## config.mk

```make
export PLATFORM = sky130hd
export DESIGN_NAME = circular_deque_top_flat
export DESIGN_NICKNAME = d
export VERILOG_FILES = /design/src/rtl/cdq_pkg.sv /design/src/rtl/cdq_op_if.sv /design/src/rtl/cdq_result_if.sv /design/src/rtl/circular_deque_top.sv /design/src/rtl/cdq_mem.sv /design/src/rtl/cdq_ctrl.sv /design/src/flat_wrapper.sv
export SDC_FILE = /design/constraint.sdc
export NUM_CORES = 1
export LEC_CHECK = 0
export ABC_AREA = 1
export BUFFER_PORTS_ARGS = -buffer_cell sky130_fd_sc_hd__buf_2
export CAP_MARGIN = 20
export CORE_AREA = 8 8 237 239
export CTS_CLUSTER_SIZE = 25
export DETAILED_ROUTE_END_ITERATION = 8
export DIE_AREA = 0 0 245 247
export GPL_ROUTABILITY_DRIVEN = 1
export PLACE_DENSITY_LB_ADDON = 0.2
export SLEW_MARGIN = 20
export SYNTH_ARGS = -nofsm -noshare
export SYNTH_HDL_FRONTEND = slang
export SYNTH_SLANG_ARGS = --single-unit
```

## constraint.sdc

```tcl
create_clock -name clk -period 3.6 [get_ports clk]
set_clock_uncertainty 0.1 [all_clocks]
set_input_delay 0.72 -clock clk [delete_from_list [all_inputs] [get_ports clk]]
set_output_delay 0.72 -clock clk [all_outputs]
set_load 0.01 [all_outputs]
```

## src/rtl/cdq_pkg.sv

```systemverilog
// cdq_pkg: shared types and constants of the circular deque.
// No dependencies; every other file of the block uses it.
package cdq_pkg;

    localparam int DEPTH_DEF      = 16;
    localparam int DATA_WIDTH_DEF = 32;
    localparam int PAYLOAD_W      = 32;
    localparam int OCC_W          = 5;

    typedef enum logic [1:0] {
        MODE_PUSH_BACK  = 2'd0,
        MODE_PUSH_FRONT = 2'd1,
        MODE_POP_BACK   = 2'd2,
        MODE_POP_FRONT  = 2'd3
    } mode_t;

    typedef enum logic [1:0] {
        ST_OK    = 2'd0,
        ST_FULL  = 2'd1,
        ST_EMPTY = 2'd2
    } status_t;

    // result of one item, minus the word that comes back from the store
    typedef struct packed {
        status_t            status;
        logic               is_empty;
        logic [OCC_W-1:0]   occupancy;
        logic               pop_ok;
    } s1_info_t;

endpackage

```

## src/rtl/cdq_op_if.sv

```systemverilog
// cdq_op_if: operation channel (valid/ready plus mode and push word).
// Depends on cdq_pkg for the payload width.
interface cdq_op_if;
    logic                           valid;
    logic                           ready;
    logic [1:0]                     mode;
    logic [cdq_pkg::PAYLOAD_W-1:0]  push_value;

    modport source (output valid, output mode, output push_value, input ready);
    modport sink   (input valid, input mode, input push_value, output ready);
endinterface

```

## src/rtl/cdq_result_if.sv

```systemverilog
// cdq_result_if: result channel (valid/ready plus popped word and status).
// Depends on cdq_pkg for the payload and occupancy widths.
interface cdq_result_if;
    logic                           valid;
    logic                           ready;
    logic [cdq_pkg::PAYLOAD_W-1:0]  pop_value;
    logic [1:0]                     status;
    logic                           is_empty;
    logic [cdq_pkg::OCC_W-1:0]      occupancy;

    modport source (output valid, output pop_value, output status, output is_empty,
                    output occupancy, input ready);
    modport sink   (input valid, input pop_value, input status, input is_empty,
                    input occupancy, output ready);
endinterface

```

## src/rtl/circular_deque_top.sv

```systemverilog
// circular_deque_top: double-ended queue in a circular buffer.
// Pipeline: an accepted item passes the first stage (store read), then the output register.
// Throughput: one item per cycle unless stalled; each successful push or pop touches one store entry.
// Reset: async active-low clears head, tail, count and valid flags; the store is not cleared.
// Depends on cdq_pkg, cdq_op_if, cdq_result_if, cdq_ctrl and cdq_mem.
module circular_deque_top #(
    parameter int DEPTH      = cdq_pkg::DEPTH_DEF,
    parameter int DATA_WIDTH = cdq_pkg::DATA_WIDTH_DEF
) (
    input  logic          clk,
    input  logic          rst_n,
    cdq_op_if.sink        op,
    cdq_result_if.source  result
);
    import cdq_pkg::*;

    localparam int AW = $clog2(DEPTH);

    // first stage: pointers moved, store access in flight
    logic                  s1_valid;
    s1_info_t              s1_info;
    logic                  s1_advance;

    // store port
    logic                  mem_we;
    logic [AW-1:0]         mem_waddr;
    logic [DATA_WIDTH-1:0] mem_wdata;
    logic                  mem_re;
    logic [AW-1:0]         mem_raddr;
    logic [DATA_WIDTH-1:0] mem_rdata;
    logic [63:0]           rdata_ext;

    // output register, parts the deque from the consumer
    logic                  out_valid_reg, out_valid_next;
    logic [PAYLOAD_W-1:0]  pop_value_reg, pop_value_next;
    status_t               status_reg;
    logic                  is_empty_reg;
    logic [OCC_W-1:0]      occupancy_reg;

    cdq_ctrl #(
        .DEPTH      (DEPTH),
        .DATA_WIDTH (DATA_WIDTH),
        .AW         (AW)
    ) u_ctrl (
        .clk        (clk),
        .rst_n      (rst_n),
        .op         (op),
        .s1_advance (s1_advance),
        .s1_valid   (s1_valid),
        .s1_info    (s1_info),
        .mem_we     (mem_we),
        .mem_waddr  (mem_waddr),
        .mem_wdata  (mem_wdata),
        .mem_re     (mem_re),
        .mem_raddr  (mem_raddr)
    );

    cdq_mem #(
        .DEPTH      (DEPTH),
        .DATA_WIDTH (DATA_WIDTH),
        .AW         (AW)
    ) u_mem (
        .clk   (clk),
        .we    (mem_we),
        .waddr (mem_waddr),
        .wdata (mem_wdata),
        .re    (mem_re),
        .raddr (mem_raddr),
        .rdata (mem_rdata)
    );

    // the stage moves on when the output register is free or being drained
    assign s1_advance = !out_valid_reg || result.ready;

    // popped word only on a successful pop, zero on pushes and underflow
    assign rdata_ext      = 64'(mem_rdata);
    assign pop_value_next = s1_info.pop_ok ? rdata_ext[PAYLOAD_W-1:0] : '0;

    always_comb
    begin
        if (s1_valid && s1_advance)
        begin
            out_valid_next = 1'b1;
        end
        else if (result.ready)
        begin
            out_valid_next = 1'b0;
        end
        else
        begin
            out_valid_next = out_valid_reg;
        end
    end

    always_ff @(posedge clk or negedge rst_n)
    begin
        if (!rst_n)
        begin
            out_valid_reg <= 1'b0;
        end
        else
        begin
            out_valid_reg <= out_valid_next;
        end
    end

    always_ff @(posedge clk)
    begin
        if (s1_valid && s1_advance)
        begin
            pop_value_reg <= pop_value_next;
            status_reg    <= s1_info.status;
            is_empty_reg  <= s1_info.is_empty;
            occupancy_reg <= s1_info.occupancy;
        end
    end

    assign result.valid     = out_valid_reg;
    assign result.pop_value = pop_value_reg;
    assign result.status    = status_reg;
    assign result.is_empty  = is_empty_reg;
    assign result.occupancy = occupancy_reg;

endmodule

```

## src/rtl/cdq_mem.sv

```systemverilog
// cdq_mem: entry store, one write port and one registered read port.
// Depends on cdq_pkg for its parameter defaults.
module cdq_mem #(
    parameter int DEPTH      = cdq_pkg::DEPTH_DEF,
    parameter int DATA_WIDTH = cdq_pkg::DATA_WIDTH_DEF,
    parameter int AW         = $clog2(DEPTH)
) (
    input  logic                  clk,
    input  logic                  we,
    input  logic [AW-1:0]         waddr,
    input  logic [DATA_WIDTH-1:0] wdata,
    input  logic                  re,
    input  logic [AW-1:0]         raddr,
    output logic [DATA_WIDTH-1:0] rdata
);
    import cdq_pkg::*;

    logic [DATA_WIDTH-1:0] mem [DEPTH];
    logic [DATA_WIDTH-1:0] rdata_reg;

    always_ff @(posedge clk)
    begin
        if (we)
        begin
            mem[waddr] <= wdata;
        end
    end

    // read data holds until the next read, so a stalled result keeps it
    always_ff @(posedge clk)
    begin
        if (re)
        begin
            rdata_reg <= mem[raddr];
        end
    end

    assign rdata = rdata_reg;

endmodule

```

## src/rtl/cdq_ctrl.sv

```systemverilog
// cdq_ctrl: head/tail pointers, count, store access and the first stage.
// Depends on cdq_pkg and cdq_op_if.
module cdq_ctrl #(
    parameter int DEPTH      = cdq_pkg::DEPTH_DEF,
    parameter int DATA_WIDTH = cdq_pkg::DATA_WIDTH_DEF,
    parameter int AW         = $clog2(DEPTH)
) (
    input  logic                  clk,
    input  logic                  rst_n,
    cdq_op_if.sink                op,
    input  logic                  s1_advance,
    output logic                  s1_valid,
    output cdq_pkg::s1_info_t     s1_info,
    output logic                  mem_we,
    output logic [AW-1:0]         mem_waddr,
    output logic [DATA_WIDTH-1:0] mem_wdata,
    output logic                  mem_re,
    output logic [AW-1:0]         mem_raddr
);
    import cdq_pkg::*;

    localparam int CW = $clog2(DEPTH + 1);

    logic [AW-1:0] head_reg, head_next;
    logic [AW-1:0] tail_reg, tail_next;
    logic [CW-1:0] count_reg, count_next;
    logic          s1_valid_reg, s1_valid_next;
    s1_info_t      s1_info_reg, s1_info_next;

    logic          fire;
    logic          full;
    logic          empty;
    mode_t         mode;
    logic [63:0]   word_ext;
    logic [31:0]   count_ext;

    function automatic logic [AW-1:0] slot_next(input logic [AW-1:0] i);
        return (i == AW'(DEPTH - 1)) ? '0 : i + AW'(1);
    endfunction

    function automatic logic [AW-1:0] slot_prev(input logic [AW-1:0] i);
        return (i == '0) ? AW'(DEPTH - 1) : i - AW'(1);
    endfunction

    assign op.ready = !s1_valid_reg || s1_advance;
    assign fire     = op.valid && op.ready;
    assign full     = (count_reg == CW'(DEPTH));
    assign empty    = (count_reg == '0);
    assign mode     = mode_t'(op.mode);
    assign word_ext = 64'(op.push_value);

    always_comb
    begin
        head_next  = head_reg;
        tail_next  = tail_reg;
        count_next = count_reg;
        mem_we     = 1'b0;
        mem_re     = 1'b0;
        mem_waddr  = tail_reg;
        mem_raddr  = head_reg;
        mem_wdata  = word_ext[DATA_WIDTH-1:0];
        s1_info_next.status = ST_OK;
        s1_info_next.pop_ok = 1'b0;
        unique case (mode)
            MODE_PUSH_BACK:
            begin
                mem_waddr = tail_reg;
                if (full)
                begin
                    s1_info_next.status = ST_FULL;
                end
                else
                begin
                    mem_we     = fire;
                    tail_next  = slot_next(tail_reg);
                    count_next = count_reg + CW'(1);
                end
            end
            MODE_PUSH_FRONT:
            begin
                mem_waddr = slot_prev(head_reg);
                if (full)
                begin
                    s1_info_next.status = ST_FULL;
                end
                else
                begin
                    mem_we     = fire;
                    head_next  = slot_prev(head_reg);
                    count_next = count_reg + CW'(1);
                end
            end
            MODE_POP_BACK:
            begin
                mem_raddr = slot_prev(tail_reg);
                if (empty)
                begin
                    s1_info_next.status = ST_EMPTY;
                end
                else
                begin
                    mem_re              = fire;
                    s1_info_next.pop_ok = 1'b1;
                    tail_next           = slot_prev(tail_reg);
                    count_next          = count_reg - CW'(1);
                end
            end
            MODE_POP_FRONT:
            begin
                mem_raddr = head_reg;
                if (empty)
                begin
                    s1_info_next.status = ST_EMPTY;
                end
                else
                begin
                    mem_re              = fire;
                    s1_info_next.pop_ok = 1'b1;
                    head_next           = slot_next(head_reg);
                    count_next          = count_reg - CW'(1);
                end
            end
            default:
            begin
                s1_info_next.status = ST_OK;
            end
        endcase
        count_ext              = 32'(count_next);
        s1_info_next.is_empty  = (count_next == '0);
        s1_info_next.occupancy = count_ext[OCC_W-1:0];
    end

    always_comb
    begin
        if (fire)
        begin
            s1_valid_next = 1'b1;
        end
        else if (s1_advance)
        begin
            s1_valid_next = 1'b0;
        end
        else
        begin
            s1_valid_next = s1_valid_reg;
        end
    end

    always_ff @(posedge clk or negedge rst_n)
    begin
        if (!rst_n)
        begin
            head_reg     <= '0;
            tail_reg     <= '0;
            count_reg    <= '0;
            s1_valid_reg <= 1'b0;
        end
        else
        begin
            s1_valid_reg <= s1_valid_next;
            if (fire)
            begin
                head_reg  <= head_next;
                tail_reg  <= tail_next;
                count_reg <= count_next;
            end
        end
    end

    always_ff @(posedge clk)
    begin
        if (fire)
        begin
            s1_info_reg <= s1_info_next;
        end
    end

    assign s1_valid = s1_valid_reg;
    assign s1_info  = s1_info_reg;

    // count stays in range
    a_count_range: assert property (@(posedge clk) disable iff (!rst_n)
        count_reg <= CW'(DEPTH))
        else $error("deque count above depth");

    // empty and full both mean the pointers meet
    a_ptr_meet: assert property (@(posedge clk) disable iff (!rst_n)
        (count_reg == '0 || count_reg == CW'(DEPTH)) |-> (head_reg == tail_reg))
        else $error("pointers apart on empty or full deque");

    // a rejected push leaves the state alone
    a_full_reject: assert property (@(posedge clk) disable iff (!rst_n)
        (fire && full && (op.mode == MODE_PUSH_BACK || op.mode == MODE_PUSH_FRONT))
        |=> ($stable(count_reg) && $stable(head_reg) && $stable(tail_reg)))
        else $error("push on full deque changed state");

    // no accept while the first stage is stuck
    a_stall_hold: assert property (@(posedge clk) disable iff (!rst_n)
        (s1_valid_reg && !s1_advance) |-> !op.ready)
        else $error("item accepted into a stalled stage");

endmodule

```

## src/flat_wrapper.sv

```systemverilog
// flat-port wrapper written by rule: the top's interface ports become plain ports
module circular_deque_top_flat import cdq_pkg::*;
#(
    parameter int DEPTH      = cdq_pkg::DEPTH_DEF,
    parameter int DATA_WIDTH = cdq_pkg::DATA_WIDTH_DEF
)
  (clk, rst_n, op_valid, op_mode, op_push_value, op_ready, result_valid, result_pop_value, result_status, result_is_empty, result_occupancy, result_ready);
  cdq_op_if op_i ();
  cdq_result_if result_i ();
  input  logic clk;
  input  logic rst_n;
  input wire logic [$bits(op_i.valid)-1:0] op_valid;
  input wire logic [$bits(op_i.mode)-1:0] op_mode;
  input wire logic [$bits(op_i.push_value)-1:0] op_push_value;
  output wire logic [$bits(op_i.ready)-1:0] op_ready;
  output wire logic [$bits(result_i.valid)-1:0] result_valid;
  output wire logic [$bits(result_i.pop_value)-1:0] result_pop_value;
  output wire logic [$bits(result_i.status)-1:0] result_status;
  output wire logic [$bits(result_i.is_empty)-1:0] result_is_empty;
  output wire logic [$bits(result_i.occupancy)-1:0] result_occupancy;
  input wire logic [$bits(result_i.ready)-1:0] result_ready;
  assign op_i.valid = op_valid;
  assign op_i.mode = op_mode;
  assign op_i.push_value = op_push_value;
  assign op_ready = op_i.ready;
  assign result_valid = result_i.valid;
  assign result_pop_value = result_i.pop_value;
  assign result_status = result_i.status;
  assign result_is_empty = result_i.is_empty;
  assign result_occupancy = result_i.occupancy;
  assign result_i.ready = result_ready;
  circular_deque_top #(.DEPTH(DEPTH), .DATA_WIDTH(DATA_WIDTH)) u_core (.clk(clk), .rst_n(rst_n), .op(op_i), .result(result_i));
endmodule
```

# == Word-level counts from Yosys, hierarchy flattened ==
# Memory sizes are Yosys's and may differ from the RTL's. A register that Yosys moved wholly into a read port is not among the register bits.
# Cells that the tools add are included.
# W data, S select, Z words.
# op_classes
addsub,6
n_eq_ne,10
muxes,29
n_reduce_logical,19
# op_table
cell,n
$mux W4,10
$pmux W4 S2,2
$mux W1,12
$logic_not A5 Y1,2
$mux W5,2
$pmux W5 S2,1
$add A4 B1 Y4 const B,2
$eq A4 B4 Y1 const B,2
$logic_not A4 Y1,2
$ne A2 B2 Y1 const B,4
$reduce_and A4 Y1,2
$reduce_bool A2 Y1,4
$sub A4 B1 Y4 const B,2
$add A5 B1 Y5 const B,1
$eq A5 B5 Y1 const B,1
$sub A5 B1 Y5 const B,1
$eq A2 B2 Y1 const B,2
$pmux W2 S2,1
$reduce_or A2 Y1,2
$eq A2 B1 Y1 const B,1
$logic_and A1 B1 Y1,2
$logic_not A1 Y1,2
$logic_not A2 Y1,1
$logic_or A1 B1 Y1,2
$mux W2,1
# word_totals
reg_bits,64
ramBits,512
output_inout_bits,42
elab_cells,78
memories,1
# mem_list
memory,depth,word_bits,read_ports,rd_clocked_by_memory_dff,write_ports,line,text
u_core.u_mem.mem,16,32,1,1,1,cdq_mem.sv:18,logic [DATA_WIDTH-1:0] mem [DEPTH];

# == Longest topological paths before layout ==
# depth
depth_word,8
depth_mapped,13

# == Cells and area by module ==
# From an unflattened synthesis, not the netlist that was laid out.
# hier_totals
cells_unflattened,2467
area_unflattened_um2,26389.1
# by_module_without_submodules
module,n_inst,cells_each,area_each_um2,seq_area_each_um2
cdq_mem,1,2120,23050.9,16335.7
cdq_ctrl,1,234,1818.0,620.6
circular_deque_top,1,113,1520.2,1226.2

# == Least setup slack after synthesis ==
# Ideal clock, no wire load.
# synth_path
kind,in2reg
startpoint,input op_mode[1]
endpoint,memory u_core.u_mem.mem[0][0] (netlist name) (enable)
arrival_time_ns,2.958
path_slack_ns,0.121
stages,7
path_buffers,1
cell_sequence,buf_4 -> nor2_2 -> inv_1 -> or2_0 -> o21ai_0 -> nand2_1 -> nor2_1
# synth_between
elab_chain_cells,5
word_cells_on_any_way,7
classes_between,eq/ne: 1; mux: 4; reduce/logical: 2
# synth_rtl
element,line,text
"start, declared",flat_wrapper.sv:13,input wire logic [$bits(op_i.mode)-1:0] op_mode;
$eq A2 B1 Y1 / $logic_not A2 Y1 (equally long branches),cdq_ctrl.sv:64,unique case (mode)
$reduce_or A2 Y1 (no line),n/a,
$mux W1,n/a,
$mux W1,cdq_mem.sv:23,if (we)
$mux W1 (not written as such),cdq_mem.sv:25,mem[waddr] <= wdata;
"end, declared",cdq_mem.sv:18,
# Parallel ways exist; a longest one is shown, timed or not.

# == Worst setup path in the final report ==
# layout_path
startpoint,register u_core.u_ctrl.count_reg[0]
endpoint,memory u_core.u_mem.mem[10][17] (netlist name) (enable)
# layout_between
elab_chain_cells,5
# layout_rtl
element,line,text
"start, declared",cdq_ctrl.sv:26,"logic [CW-1:0] count_reg, count_next;"
"start signal, assigned",cdq_ctrl.sv:165,count_reg <= count_next;
$eq A5 B5 Y1,cdq_ctrl.sv:47,assign full = (count_reg == CW'(DEPTH));
$mux W1,"cdq_ctrl.sv:68, cdq_ctrl.sv:82",
$mux W1,n/a,
$mux W1,cdq_mem.sv:23,
$mux W1 (not written as such),cdq_mem.sv:25,
# Every way passes these cells.

==> impl_metrics.env <==
export IMPL_run_status="complete, no violations"
export IMPL_cp_startpoint="u_core.u_ctrl.count_reg[0]$_DFFE_PN0N_"
export IMPL_die_width_um=245
export IMPL_top_level_ports=80
export IMPL_initial_core_utilization=0.497
export IMPL_mean_number_of_vias_per_cell=5.41
export IMPL_antenna_violations_before_repair=0
export IMPL_critical_path_max_fanout=21
export IMPL_min_path_type="in2reg"
export IMPL_crit_path_frequent_cell="nand2_1"
export IMPL_post_route_period_util=0.853
export IMPL_post_synth_top_area_cell="edfxtp_1"
export IMPL_fp_dieH_um=247
export IMPL_mux_cell_area_share_after_synthesis=0
export IMPL_final_setup_tns_ns=0
export IMPL_seq_area_um2=18200
export IMPL_maxSlewViolCount=0
export IMPL_clock_insertion_delay_at_the_later_pin_of_the_skew_report_ns=0.63
export IMPL_via_count=17300
export IMPL_layout_filler_cell_count=4301
export IMPL_largest_reg_flops=512
export IMPL_crit_end="u_core.u_mem.mem[10][17]$_DFFE_PP_"
export IMPL_initialDrtViolationCount=1600
export IMPL_min_period_ns=3.07
export IMPL_design_die_area_um2=60500
export IMPL_rsz0062_at_grt="false"
export IMPL_routability_driven_placement_congestion_ratio=0.825
export IMPL_dpl_cell_area_um2=27500
export IMPL_clk_transition_reported_paths_ns=0.06
export IMPL_postLayoutCoreUtil=0.564
export IMPL_post_synth_xor_area_fraction=0.00236
export IMPL_slowest_delay_ns=0.45
export IMPL_placeableCoreArea_um2=52200
export IMPL_syn2layout_area_growth_pct=13.5
export IMPL_grt_pass1_vias=17100
export IMPL_layout_drive_gt1_share=0.105
export IMPL_syn_nets=2425
export IMPL_combinational_family_with_the_most_area_after_synthesis="simple AND/OR/NAND/NOR gates"
export IMPL_vdd_ir_drop_max_mv=0.631
export IMPL_numCtsBuffers=60
export IMPL_timing_critical_path_to_type="flop"
export IMPL_post_syn_area_um2=26000
export IMPL_synthesis_yosys_warnings=0
export IMPL_fmax_ghz=0.325
export IMPL_final_area_um2=29500
export IMPL_max_slew_margin=0.345
export IMPL_area_fraction_in_compound_gates_after_synthesis=0.00824
export IMPL_path_class="reg2reg"
export IMPL_critical_path_startpoint_category="flop"
export IMPL_p_per_area_nw_per_um2=742
export IMPL_clock_tree_buffer_depth=3
export IMPL_drt_antenna_violating_nets=0
export IMPL_final_critical_path_setup_slack_ns=0.527
export IMPL_finalNetCount=2496
export IMPL_detailedPlace_worstSlack_ns=0.472
export IMPL_place_detailed_hpwl_mm=35.6
export IMPL_tritoncts="built"
export IMPL_multiInputGateArea_um2=6050
export IMPL_yosys_cell_types_count=31
export IMPL_synth_simple_gate_area_share=0.212
export IMPL_postSynthRegisterBits=608
export IMPL_synthesis_instances=2381
export IMPL_globalRouteOverflowTotal=0
export IMPL_finalPower_mw=21.9
export IMPL_slowest_stage="nand3_1"
export IMPL_clock_sink_count=608
export IMPL_cts_htree_levels=2
export IMPL_synth_top_cells_by_area="edfxtp_1 69%, nand3_1 11%, nand2_1 9.0%, inv_1 4.6%, buf_2 1.8%"
export IMPL_grt_usage=0.212
export IMPL_route_final_wire_length_mm=64.3
export IMPL_clock_root_buffer="clkbuf_16"
export IMPL_synth_avg_cell_area_um2=10.9
export IMPL_placement_rows=84
export IMPL_worstMarginPinSlew_ns=0.981
export IMPL_cts_repair_resize_count=0
export IMPL_synth_adder_area_share=0.00289
export IMPL_wire_per_inst_um=20.1
export IMPL_worstPathArrival_ns=3.23
export IMPL_cap_violations=0
export IMPL_worst_endpoint_required_ns=3.76
export IMPL_timing_reg2reg_worst_path_depth=9
export IMPL_grt_pass1_wl_mm=99.5
export IMPL_seq_area_frac_synth=0.701
export IMPL_drt_first_pass_iters=6
export IMPL_io_buffer_count=79
export IMPL_path_cells="inv_1, ha_1, nor3b_1, nand2_1, nand2_1, nor2_1, nand3_1, nor2_4, buf_4"
export IMPL_remaining_drc_errors=0
export IMPL_timing_final_setup_violations=0
export IMPL_synth_top_cell_area_share=0.686
export IMPL_reg2reg_to="u_core.u_mem.mem[10][17]$_DFFE_PP_"
export IMPL_rr_startpoint="u_core.u_ctrl.count_reg[0]$_DFFE_PN0N_"
export IMPL_finalHoldViolCount=0
export IMPL_pin_count_of_the_biggest_net_entering_global_routing=129
export IMPL_timing_reg2reg_setup_slack_ns=0.53
export IMPL_power_static_leakage_nw=12.2
## Yosys cell counts
| master | n |
|---|---|
| nand2_1 | 624 |
| edfxtp_1 | 593 |
| nand3_1 | 590 |
| inv_1 | 321 |
| buf_2 | 91 |
| nor2_1 | 32 |
| o21ai_0 | 30 |
| clkbuf_1 | 23 |
| buf_4 | 17 |
| dfrtp_1 | 15 |
| xor2_1 | 7 |
| ha_1 | 6 |
| a21oi_1 | 5 |
| inv_2 | 5 |
| buf_1 | 4 |
| nand2_2 | 2 |
| nor3_1 | 2 |
| a21oi_2 | 1 |
| buf_6 | 1 |
| nand2_4 | 1 |
| nand3_2 | 1 |
| nand4_1 | 1 |
| nor2_2 | 1 |
| nor2_4 | 1 |
| nor3b_1 | 1 |
| o211ai_1 | 1 |
| o21ai_2 | 1 |
| o22ai_1 | 1 |
| o31ai_1 | 1 |
| or2_0 | 1 |
| or2_2 | 1 |
## how the worst min path moves through the flow
| stage | depth (start not counted) | start | end | slack (ns) |
|---|---|---|---|---|
| finish | 4 | result_ready | u_core.result.valid$_DFFE_PN0P_ | 0.29 |
| global route | 4 | result_ready | u_core.result.valid$_DFFE_PN0P_ | 0.30 |
| detailed placement | 0 | u_core.u_ctrl.s1_info[5]$_DFFE_PN_ | u_core.result.occupancy[4]$_DFFE_PP_ | 0.31 |
| global placement | 0 | u_core.u_ctrl.s1_info[5]$_DFFE_PN_ | u_core.result.occupancy[4]$_DFFE_PP_ | 0.30 |
| floorplan | 0 | u_core.u_ctrl.s1_info[6]$_DFFE_PN_ | u_core.result.is_empty$_DFFE_PP_ | 0.30 |
| CTS | 4 | result_ready | u_core.result.valid$_DFFE_PN0P_ | 0.26 |
## cell type report
type | count | area share
timing repair buffer | 145 | 0.0403
clock buffer | 75 | 0.0539
sequential | 608 | 0.617
clock inverter | 38 | 0.0124
antenna | 1 | 0.0000849
inverter | 326 | 0.0416
tap | 688 | 0.0292
multi-input combinational | 1311 | 0.205
## per-layer routing
| layer | vias up | track usage | part of all wire |
|---|---|---|---|
| li1 | 8151 | - | - |
| met1 | 8380 | 0.282 | 0.42 |
| met2 | 611 | 0.355 | 0.48 |
| met3 | 113 | 0.0355 | 0.065 |
| met4 | 0 | 0.0640 | 0.026 |
| met5 | - | 0 | 0 |
## kinds of logic after synthesis
group | Yosys count
flip-flops | 608
buffers and inverters | 462
AND/OR/NAND/NOR | 1258
XOR/XNOR | 7
adder cells (fa/ha/maj) | 6
AO/OA/AOI/OAI | 40
## worst max-delay path, delay by kind of cell (launching register included)
family	cells	cell delay (ns)
flops	1	0.41
simple gates	6	1.46
buf+inv	2	0.49
fa+ha+maj	1	0.23
## power by group
part / total [mW] / internal (mW) / switching (mW)
Sequential: 8.69 / 8.48 / 0.208
Combinational: 6.92 / 2.09 / 4.83
Clock: 6.24 / 3.61 / 2.63
Total: 21.9 / 14.2 / 7.67
## stage by stage
stage | hold slack (ns) | instances
2_1_floorplan | 0.300 | 2381
3_3_place_gp | 0.302 | 3076
3_5_place_dp | 0.305 | 3076
4_1_cts | 0.260 | 3190
5_1_grt | 0.303 | 3191
6_report | 0.292 | 3192
## cells in the final DEF, fill, tap and decap left out, types with 2 or more instances in the layout
| master | count |
|---|---|
| nand2_1 | 624 |
| edfxtp_1 | 593 |
| nand3_1 | 590 |
| inv_1 | 321 |
| buf_2 | 79 |
| clkbuf_16 | 60 |
| buf_4 | 41 |
| o21ai_0 | 29 |
| buf_12 | 23 |
| nor2_4 | 18 |
| nor2_1 | 15 |
| clkinv_1 | 15 |
| dfrtp_1 | 15 |
| clkinv_2 | 13 |
| clkbuf_1 | 12 |
| xor2_1 | 7 |
| bufinv_16 | 7 |
| ha_1 | 6 |
| a21oi_1 | 4 |
| inv_2 | 4 |
| clkbuf_8 | 3 |
| a21oi_4 | 2 |
| nor3_1 | 2 |
| nand2_8 | 2 |
| o21ai_4 | 2 |
| inv_6 | 2 |
## repair_timing
action                                 4_1_cts  5_1_grt
buffers inserted                             0        0
endpoints found under the hold margin       15        0
hold buffers                                 1        0
(Power assumes the default switching activity.)
